<file path="src/rtl/core/drs_pkg.sv">
// ----------------------------------------------------------------------------
// drs_pkg: shared types and constants for the disk request scheduler
// Holds the item structs, the queue entry type and the queue geometry.
// ----------------------------------------------------------------------------
`default_nettype none

package drs_pkg;

    localparam int QUEUE_DEPTH = 16;
    localparam int IDX_W       = $clog2(QUEUE_DEPTH);
    localparam int CNT_W       = $clog2(QUEUE_DEPTH + 1);

    localparam logic OP_ARRIVAL    = 1'b0;
    localparam logic OP_COMPLETION = 1'b1;

    localparam logic POLICY_FCFS = 1'b0;
    localparam logic POLICY_SSTF = 1'b1;

    typedef struct packed {
        logic [15:0] rid;
        logic [30:0] arrival_time;
        logic [15:0] cylinder;
        logic [31:0] address;
        logic [15:0] pid;
    } entry_t;

    typedef struct packed {
        logic        operation;
        logic [15:0] req_request_id;
        logic [30:0] req_arrival_time;
        logic [15:0] req_cylinder;
        logic [31:0] req_address;
        logic [15:0] req_process_id;
        logic [15:0] head_cylinder;
    } in_item_t;

    typedef struct packed {
        logic [15:0] out_request_id;
        logic [30:0] out_arrival_time;
        logic [15:0] out_cylinder;
        logic [31:0] out_address;
        logic [15:0] out_process_id;
        logic        out_is_null;
        logic        dropped_full;
        logic [4:0]  pending_count;
    } out_item_t;

    // best-so-far record carried from cell to cell in a register during the scan
    typedef struct packed {
        logic [IDX_W-1:0] idx;
        logic [16:0]      seek;
        logic [30:0]      arrival_time;
    } best_t;

    // control from sequencer to every cell
    typedef struct packed {
        logic             push;
        logic [IDX_W-1:0] push_idx;
        logic             remove;
        logic [IDX_W-1:0] remove_idx;
    } cell_ctrl_t;

endpackage

`default_nettype wire

</file>
<file path="src/rtl/core/drs_cell.sv">
// ----------------------------------------------------------------------------
// drs_cell: one queue slot
// Holds one entry, compares it against the best record handed in by the
// scheduler and shifts down from its upper neighbor on removal.
// ----------------------------------------------------------------------------
`default_nettype none

module drs_cell
    import drs_pkg::*;
(
    input  wire logic             clk,
    input  wire logic [IDX_W-1:0] my_idx,
    input  wire cell_ctrl_t       ctrl,
    input  wire entry_t           push_entry,
    input  wire entry_t           upper_entry,
    input  wire logic             policy,
    input  wire logic [15:0]      head,
    input  wire logic             active,
    input  wire best_t            best_in,
    output best_t                 best_out,
    output entry_t                entry
);

    entry_t      entry_reg;
    logic [16:0] seek;
    logic        better;

    always_ff @(posedge clk)
    begin
        if (ctrl.push && ctrl.push_idx == my_idx)
        begin
            entry_reg <= push_entry;
        end
        else if (ctrl.remove && my_idx >= ctrl.remove_idx)
        begin
            entry_reg <= upper_entry;
        end
    end

    always_comb
    begin
        seek = (head >= entry_reg.cylinder) ? {1'b0, head - entry_reg.cylinder}
                                            : {1'b0, entry_reg.cylinder - head};
        if (policy == POLICY_FCFS)
        begin
            seek = '0;
        end
        better = (seek < best_in.seek) ||
                 (seek == best_in.seek && entry_reg.arrival_time < best_in.arrival_time);
        best_out = best_in;
        // the first slot always starts the search
        if (active && (better || my_idx == '0))
        begin
            best_out.idx          = my_idx;
            best_out.seek         = seek;
            best_out.arrival_time = entry_reg.arrival_time;
        end
    end

    assign entry = entry_reg;

endmodule

`default_nettype wire
</file>
<file path="config.mk">
export PLATFORM = sky130hd
export DESIGN_NAME = drs_cell
export DESIGN_NICKNAME = d
export VERILOG_FILES = /design/src/rtl/core/drs_pkg.sv /design/src/rtl/core/drs_cell.sv
export SDC_FILE = /design/constraint.sdc
export NUM_CORES = 1
export LEC_CHECK = 0
export ABC_AREA = 1
export BUFFER_PORTS_ARGS = -buffer_cell sky130_fd_sc_hd__buf_2
export CAP_MARGIN = 20
export CORE_AREA = 2 2 180 182
export DETAILED_ROUTE_END_ITERATION = 8
export DIE_AREA = 0 0 182 184
export GPL_TIMING_DRIVEN = 0
export SYNTH_ARGS = -nofsm -noshare
export SYNTH_HDL_FRONTEND = slang
export SYNTH_SLANG_ARGS = --single-unit
</file>
<file path="constraint.sdc">
create_clock -name clk -period 4.1 [get_ports clk]
set_clock_uncertainty 0.2 [all_clocks]
set_input_delay 0.41 -clock clk [delete_from_list [all_inputs] [get_ports clk]]
set_output_delay 0.41 -clock clk [all_outputs]
set_load 0.02 [all_outputs]
</file>
# --- Word-level counts from Yosys, hierarchy flattened ---
# Index checks and enable logic that the tools add are counted.
word_totals:
  word_cells: 26
  output_inout_bits: 163
  in_bits: 307
  register_bits: 111
op_classes:
  addsub: 2
  n_eq_ne: 2
  muxes: 5
  magnitude_cmp: 4
  reduce_logical: 8
ops:
  columns: ["operator", "n"]
  rows:
  - ["$mux W111", 2]
  - ["$mux W52", 1]
  - ["$mux W16", 2]
  - ["$sub A16 B16 Y16", 2]
  - ["$lt A31 B31 Y1", 1]
  - ["$eq A17 B17 Y1", 1]
  - ["$lt A17 B17 Y1", 1]
  - ["$ge A16 B16 Y1", 1]
  - ["$eq A4 B4 Y1", 1]
  - ["$ge A4 B4 Y1", 1]
  - ["$logic_and A1 B1 Y1", 4]
  - ["$logic_not A4 Y1", 1]
  - ["$logic_or A1 B1 Y1", 2]
  - ["$reduce_bool A2 Y1", 1]

# --- Logic depth before layout (Yosys ltp) ---
# Gate-level depths: netlist of run 1.
logic_depth:
  ltp_word: 9
  ltp_mapped: 30
  ltp_nobuf: 28

# --- Worst setup path before layout of run 1 ---
# No wires, ideal clock.
synth_timing:
  path_kind: "input port to flip-flop"
  start: "in my_idx[0]"
  end: "reg entry_reg (netlist bit entry[0]) (enable)"
  path_stages: 8
  required_ps: 2898
  n_path_buf: 0
  arrival_time_ps: 3077
  slack_ps: -179
  setup_time_ps: 1002
  cell_sequence: "inv_2 > ha_1 > inv_1 > a21boi_0 > o21a_1 > o21a_1 > o21ai_0 > nand2_1"
synth_between:
  elab_chain_len: 3
  word_cells_on_any_way: 5
  cone_classes: "1 x order compare; 1 x eq/ne; 3 x reduce/logical"
synth_lines:
  columns: ["item", "line_no", "source"]
  rows:
  - ["from (decl)", "drs_cell.sv:12", "input wire logic [IDX_W-1:0] my_idx,"]
  - ["$ge A4 B4 Y1 or $eq A4 B4 Y1 (tied branches)", "drs_cell.sv:34, drs_cell.sv:30", null]
  - ["$logic_and A1 B1 Y1, on equally long branches", "drs_cell.sv:34, drs_cell.sv:30", null]
  - ["$reduce_bool A2 Y1 (no source line) (*)", null, null]
  - ["to (signal assigned)", "drs_cell.sv:32", "entry_reg <= push_entry;"]
  - ["to (signal assigned)", "drs_cell.sv:36", "entry_reg <= upper_entry;"]
  - ["to (decl)", "drs_cell.sv:24", "entry_t entry_reg;"]
# Every way passes the cells marked *; elsewhere a longest branch is shown, timed or not.
# A chain may end at the register's enable or synchronous reset.

==> results of run 1 <==
-- per-stage QoR --
step	power (W)	setup slack [ns]
5_1_grt	0.00557	-0.920
3_3_place_gp	0.00340	-1.07
6_report	0.00527	-0.754
4_1_cts	0.00477	-0.752
2_1_floorplan	0.00269	-0.0231
3_5_place_dp	0.00341	-1.04
-- power by group --
part	internal [W]	total (W)	switching (W)	leakage (nW)
Clock	0.000550	0.00101	0.000458	0.161
Sequential	0.00143	0.00154	0.000109	1.04
Combinational	0.00116	0.00273	0.00157	6.97
Total	0.00314	0.00527	0.00214	8.17
-- per-layer routing --
metal	wire length, µm	GRT usage (%)	up-vias
li1	-	-	5219
met1	16300	27.2	4992
met2	21000	40.6	469
met3	2880	4.73	72
met4	1280	7.87	4
met5	21	0	-
-- worst paths after layout --
path             from      endpoint  slack [ns]
min   upper_entry[68]     entry[68]        0.13
max         entry[48]  best_out[25]       -0.75
-- cell usage in the layout (no fill, tap or decap), types with 3 or more instances in the layout --
master	instances
nand3_4	4
nand3b_1	3
a21o_1	3
buf_8	7
nand2_2	92
buf_12	5
o21ai_0	113
clkbuf_16	15
nand3_2	10
nand4_1	11
ha_4	24
a21oi_1	30
ha_1	55
buf_2	430
buf_6	59
edfxtp_1	111
nor2_4	14
nor2_2	12
clkbuf_1	13
nor2_1	18
nand3_1	27
o21ai_2	5
o21ai_1	7
inv_4	3
xor2_1	13
a21oi_2	4
nand2_4	39
inv_1	274
diode_2	9
nand2_1	375
nand2_8	3
inv_2	13
buf_4	64
-- area by class of cell --
cell class / count / area (µm²)
Timing Repair inverter: 1 / 16.3
Clock inverter: 6 / 100
Multi-Input combinational cell: 882 / 5660
Fill cell: 3119 / 16600
Buffer: 37 / 307
Sequential cell: 111 / 3330
Tap cell: 402 / 503
Antenna cell: 9 / 22.5
Timing Repair Buffer: 548 / 3450
Clock buffer: 10 / 229
Inverter: 293 / 1140
-- cell families after synthesis --
family                   after synthesis  share of synthesized area (%)
AO/OA/AOI/OAI                        169                           9.50
flip-flops                           111                           36.3
XOR/XNOR                              15                           1.43
adder cells (fa/ha/maj)               83                           11.5
buffers and inverters                331                           14.2
AND/OR/NAND/NOR                      614                           27.2
-- timing repair --
item                                    CTS  global route
endpoints found under the setup margin   52            52
setup buffers                            50            22
hold buffers                              0             0
pin swaps                                20            61
gates cloned                              4             7
gates resized for setup                 160           266
==> reports/summary.txt, run 1 <==
RSZ-0062 raised after global routing -> true
Final setup vio count -> 52
Fin crit share -> 118%
Final min period -> 4.85 ns
GRT Util Overall -> 22.8%
Post-DP Area -> 12100 µm²
Cells on Worst Hold Path -> 3
Max-cap viol count -> 0
Starting DRT DRC Count -> 658
Violated checks -> negative setup slack
Distinct cells, synth -> 38
Crit Path Class -> reg2out
Avg Cell Area, Syn -> 6.95 µm²
Syn-to-layout area delta -> 60.5%
Vias per cell -> 4.68
Detailed Routing Iterations Pass 1 -> 5
Leak -> 8.17 nW
DR vias -> 10800
Total grt overflow -> 0
Hpwl dp -> 31.7 mm
Max FFs per register -> 111
Clock Sinks -> 111
Die Width -> 182 µm
Post-route cell area -> 14800 µm²
Number of H-tree levels -> 3
FMAX -> 0.206 GHz
Sequential fraction of the synthesis area -> 36.3%
CTS buffer count -> 9
Nature of the critical path startpoint -> flip-flop
Fin util -> 47.0%
Final Slew Violations -> 0
CP delay by family, top -> simple AND/OR/NAND/NOR gates
Crit end category -> primary output
CP required -> 3.49 ns
Worst hold slack -> 0.127 ns
Max Fanout on Critical Path -> 7
Root Buffer -> clkbuf_16
Seq cells post-synth -> 111
Core area -> 31400 µm²
Cell total after placement -> 2194
Die Footprint -> 33500 µm²
Power Density -> 358 nW/µm²
Number of antenna violations at the first check in global routing -> 11
Final GP Congestion -> 0.964
Vias in the first global route -> 10300
Peak supply drop -> 0.190 mV
Final WS setup -> -0.754 ns
Slew @ Worst Pin -> 0.994 ns
Top-count cell post-synth -> nand2_1
Post-synth top area share -> 36.3%
Crit path depth -> 29
Finished Layout Cells -> 2299
Rel. slew slack -> 33.0%
I/O Buffers -> 469
Synth top area cells -> edfxtp_1, nand2_1, inv_1
Clock tree buffer depth -> 2
FFs w/ async S/R, synth -> 0%
Yosys top cell by area -> edfxtp_1
Row count -> 65
Top FF cell, synth -> edfxtp_1
Final ANT Viol Nets -> 0
Final net count -> 2273
Synth Cell Area -> 9190 µm²
# IOs -> 470
Post-Syn Nets -> 1713
Status -> complete, but fails checks
Fin Setup TNS -> -36.92 ns
Die Span Y -> 184 µm
Slowest CP cell -> edfxtp_1
Layout cells sized above 1 -> 43.6%
Cells after Synth -> 1323
Critical Path AT -> 4.24 ns
Largest net degree at the start of global routing -> 112
Slowest Stage Delay on Critical Path -> 0.46 ns
Ys Warns -> 0
Number of flops mapped to enable cells by yosys -> 111
Routed len/inst -> 18.0 µm
Most frequent cells after synthesis -> nand2_1, inv_1, o21ai_0
Final count of hold timing violations -> 0
First-pass GRT wire length -> 57.7 mm
Initial core utilization -> 29.3%
Drt drc -> 0
CTS tree -> built
Worst Path Buf+Inv -> 9
Clock-pin slew on the worst setup and hold paths -> 0.09 ns
HP Class -> in2reg
Final WL -> 41.5 mm
No activity file was read; power rests on OpenSTA's default activity.
==> inputs of run 2 (changes only) <==
- PLACE_DENSITY: unset -> 0.56
==> reports/summary.txt, run 2 (synthesis gave the netlist of run 1 again) <==
Status -> complete, but fails checks
Violated checks -> negative setup slack
CP delay by family, top -> simple AND/OR/NAND/NOR gates
CTS buffer count -> 9
Slew @ Worst Pin -> 1.16 ns
CP required -> 3.49 ns
Clock tree buffer depth -> 2
Max Fanout on Critical Path -> 6
Max-cap viol count -> 0
Final min period -> 4.85 ns
Final count of hold timing violations -> 0
Nature of the critical path startpoint -> flip-flop
Vias per cell -> 4.61
Rel. slew slack -> 22.6%
Die Footprint -> 33500 µm²
Final Slew Violations -> 0
Critical Path AT -> 4.24 ns
Cell repeated most along the worst path -> nand2_2
Hold Buf Count CTS -> 0
# IOs -> 470
Drt drc -> 0
Row count -> 65
Fin util -> 45.2%
FMAX -> 0.206 GHz
Core area -> 31400 µm²
Number of H-tree levels -> 3
Power Density -> 350 nW/µm²
Commonest non-fill, non-tap cell in the layout -> buf_2
Final setup vio count -> 52
Initial core utilization -> 29.3%
Final GP Congestion -> 0.941
Layout cells sized above 1 -> 40.5%
I/O Buffers -> 469
Max FFs per register -> 111
Peak supply drop -> 0.239 mV
Final WS setup -> -0.752 ns
Root Buffer -> clkbuf_16
Largest net degree at the start of global routing -> 112
Clock-pin slew on the worst setup and hold paths -> 0.09 ns
First-pass GRT wire length -> 58.3 mm
Vias in the first global route -> 10000
Total grt overflow -> 0
Clock Sinks -> 111
GRT Util Overall -> 23.4%
Syn-to-layout area delta -> 54.2%
Die Width -> 182 µm
Detailed Routing Iterations Pass 1 -> 5
HP Class -> in2reg
Crit Path Class -> reg2out
Multi-input logic area -> 5490 µm²
Routed len/inst -> 18.1 µm
Fin crit share -> 118%
Slowest Stage Delay on Critical Path -> 0.45 ns
CTS tree -> built
FF/Latch Area -> 3330 µm²
Worst Path Buf+Inv -> 6
Final ANT Viol Nets -> 0
RSZ-0062 raised after global routing -> true
Number of antenna violations at the first check in global routing -> 5
Leak -> 7.87 nW
Die Span Y -> 184 µm
Slowest CP cell -> edfxtp_1
Final WL -> 40.8 mm
Most frequent cells in the layout -> buf_2, nand2_1, inv_1
Hpwl dp -> 32.3 mm
Final net count -> 2235
Crit end category -> primary output
Place WS -> -1.19 ns
Fill cells -> 3226
Starting DRT DRC Count -> 509
DR vias -> 10400
## run 2: metal layers
metal	wire length, µm	track usage, %	share of wire, %	vias to the layer above
met5	0	0	0	-
li1	-	-	-	5139
met2	20300	40.6	50	362
met3	2430	4.71	6.0	66
met1	16800	28.5	41	4837
met4	1280	9.16	3.1	0
## run 2: area by class of cell
class	count	share of cell area, %
clock buffer	9	1.59
timing repair inverter	1	0.0618
timing repair buffer	509	22.1
multi-input combinational	882	38.7
clock inverter	7	0.380
sequential	111	23.5
inverter	293	7.91
antenna	7	0.124
tap	402	3.55
buffer	38	2.07
## run 2: path summary, 6_finish.rpt
check,start,to,depth (start not counted)
setup / recovery,entry[48],best_out[46],27
hold / removal,upper_entry[19],entry[19],3
## run 2: per-stage QoR
stage               instance area, µm²  TNS, ns  power, W  hold WS (ns)  instances
floorplan                         9200   -0.156   0.00269         0.401       1323
global placement                 12100  -139.30   0.00342         0.484       2194
detailed placement               12100   -53.23   0.00342         0.495       2194
CTS                              13400   -31.43   0.00472        0.0783       2240
global route                     14200   -45.36   0.00525        0.0996       2256
finish                           14200   -35.93   0.00497        0.0958       2259
## run 2: power breakdown
part,internal [W],switching (W)
Clock,0.000421,0.000492
Sequential,0.00143,0.000104
Combinational,0.00103,0.00149
## run 2: repair_timing
item / 4_1_cts / 5_1_grt
endpoints found under the setup margin: 52 / 52
pin swaps: 34 / 59
gates cloned: 5 / 4
resized for setup: 217 / 139
setup buffers: 25 / 9
==> inputs of run 3 (changes only) <==
- BUFFER_PORTS_ARGS: -buffer_cell sky130_fd_sc_hd__buf_2 -> -buffer_cell sky130_fd_sc_hd__clkbuf_2
==> reports/summary.txt, run 3 (synthesis gave the netlist of run 1 again) <==
Status -> complete, but fails checks
Violated checks -> negative setup slack
Row count -> 65
# IOs -> 470
Final ANT Viol Nets -> 0
Commonest non-fill, non-tap cell in the layout -> clkbuf_2
CTS tree -> built
Final WS setup -> -0.788 ns
Final net count -> 2255
First-pass GRT wire length -> 59.4 mm
CP required -> 3.49 ns
Slew @ Worst Pin -> 1.16 ns
Die Span Y -> 184 µm
Number of H-tree levels -> 3
Final min period -> 4.89 ns
HP Class -> in2reg
Max-cap viol count -> 0
Syn-to-layout area delta -> 58.9%
Die Width -> 182 µm
CP delay by family, top -> simple AND/OR/NAND/NOR gates
Max FFs per register -> 111
Post-route cell area -> 14600 µm²
Max Fanout on Critical Path -> 7
Crit Path Class -> reg2out
Fill cells -> 3110
Initial core utilization -> 29.3%
Clock tree buffer depth -> 2
Fin crit share -> 119%
Core area -> 31400 µm²
Peak supply drop -> 0.238 mV
Detailed Routing Iterations Pass 1 -> 6
DR vias -> 10600
Crit end category -> primary output
Root Buffer -> clkbuf_16
GRT Util Overall -> 23.6%
FMAX -> 0.205 GHz
Critical Path AT -> 4.28 ns
Cell repeated most along the worst path -> nand2_2
Drt drc -> 0
RSZ-0062 raised after global routing -> true
Vias in the first global route -> 10200
Leak -> 8.20 nW
Final GP Congestion -> 0.946
Rel. slew slack -> 22.6%
Nature of the critical path startpoint -> flip-flop
Final count of hold timing violations -> 0
Number of antenna violations at the first check in global routing -> 4
Vias per cell -> 4.66
Post-DP Area -> 12100 µm²
Most frequent cells in the layout -> clkbuf_2, nand2_1, inv_1
Clock-pin slew on the worst setup and hold paths -> 0.08 ns
Layout cells sized above 1 -> 41.1%
Routed len/inst -> 18.4 µm
Clock Sinks -> 111
Total grt overflow -> 0
Final setup vio count -> 52
Final Slew Violations -> 0
Largest net degree at the start of global routing -> 112
CTS buffer count -> 9
Power Density -> 349 nW/µm²
I/O Buffers -> 469
Starting DRT DRC Count -> 638
Hpwl dp -> 32.3 mm
Die Footprint -> 33500 µm²
Slowest Stage Delay on Critical Path -> 0.50 ns
Slowest CP cell -> edfxtp_1
Final WL -> 41.8 mm
Tot Pwr -> 0.00509 W
Worst Path Buf+Inv -> 7
Place WS -> -1.19 ns
==> run 3: changes by cell type in the layout (fill, tap and decap cells not counted), sizes merged, moves of 3 or more <==
cell    before  now
buf        532  115
diode        7    4
inv        296  292
clkbuf      24  465
==> run 3: layout make-up <==
class                      instances  area [µm²]  area share (%)
multi-input combinational        881        5610            38.4
sequential                       111        3330            22.8
antenna                            4        10.0          0.0685
tap                              402         503            3.44
clock inverter                     4        31.3           0.214
buffer                            37         313            2.14
clock buffer                      11         233            1.59
timing repair buffer             532        3450            23.6
inverter                         293        1120            7.70
==> run 3: what timing repair did <==
action                     CTS  global route
buffers inserted            42            14
hold buffers                 0             0
gates cloned                 4             4
resized for setup          216           216
setup endpoints to repair   52            52
pin swaps                   33            80
==> run 3: worst paths after layout <==
kind,start,to,cells after the start
max,entry[61],best_out[31],26
min,upper_entry[76],entry[76],3
==> run 3: layer usage <==
| metal | GRT usage [%] | vias up | wire [µm] |
|---|---|---|---|
| met3 | 5.11 | 78 | 2500 |
| met2 | 41.1 | 369 | 21200 |
| met5 | 0 | - | 0 |
| li1 | - | 5191 | - |
| met4 | 8.87 | 0 | 1370 |
| met1 | 28.5 | 4953 | 16800 |
==> run 3: worst min-delay path: cells and delay by family <==
family | cells | cell delay (ns)
AO/OA/AOI/OAI | 1 | 0.05
buffers and inverters | 1 | 0.07
AND/OR/NAND/NOR | 1 | 0.04
==> run 3: stage by stage <==
step                TNS, ns  instances  utilization, %  hold slack, ns
finish               -37.98       2275            46.5           0.105
detailed placement   -51.92       2194            38.4           0.493
global route         -48.88       2275            46.5           0.116
CTS                  -37.38       2254            43.4          0.0892
global placement    -144.51       2194            38.4           0.485
floorplan            -0.156       1323               -           0.401
==> run 3: where the power goes <==
part / switching (W) / internal [W] / leakage, nW / total, W
Clock: 0.000453 / 0.000416 / 0.130 / 0.000869
Sequential: 0.000102 / 0.00143 / 1.04 / 0.00153
Combinational: 0.00155 / 0.00114 / 7.03 / 0.00269
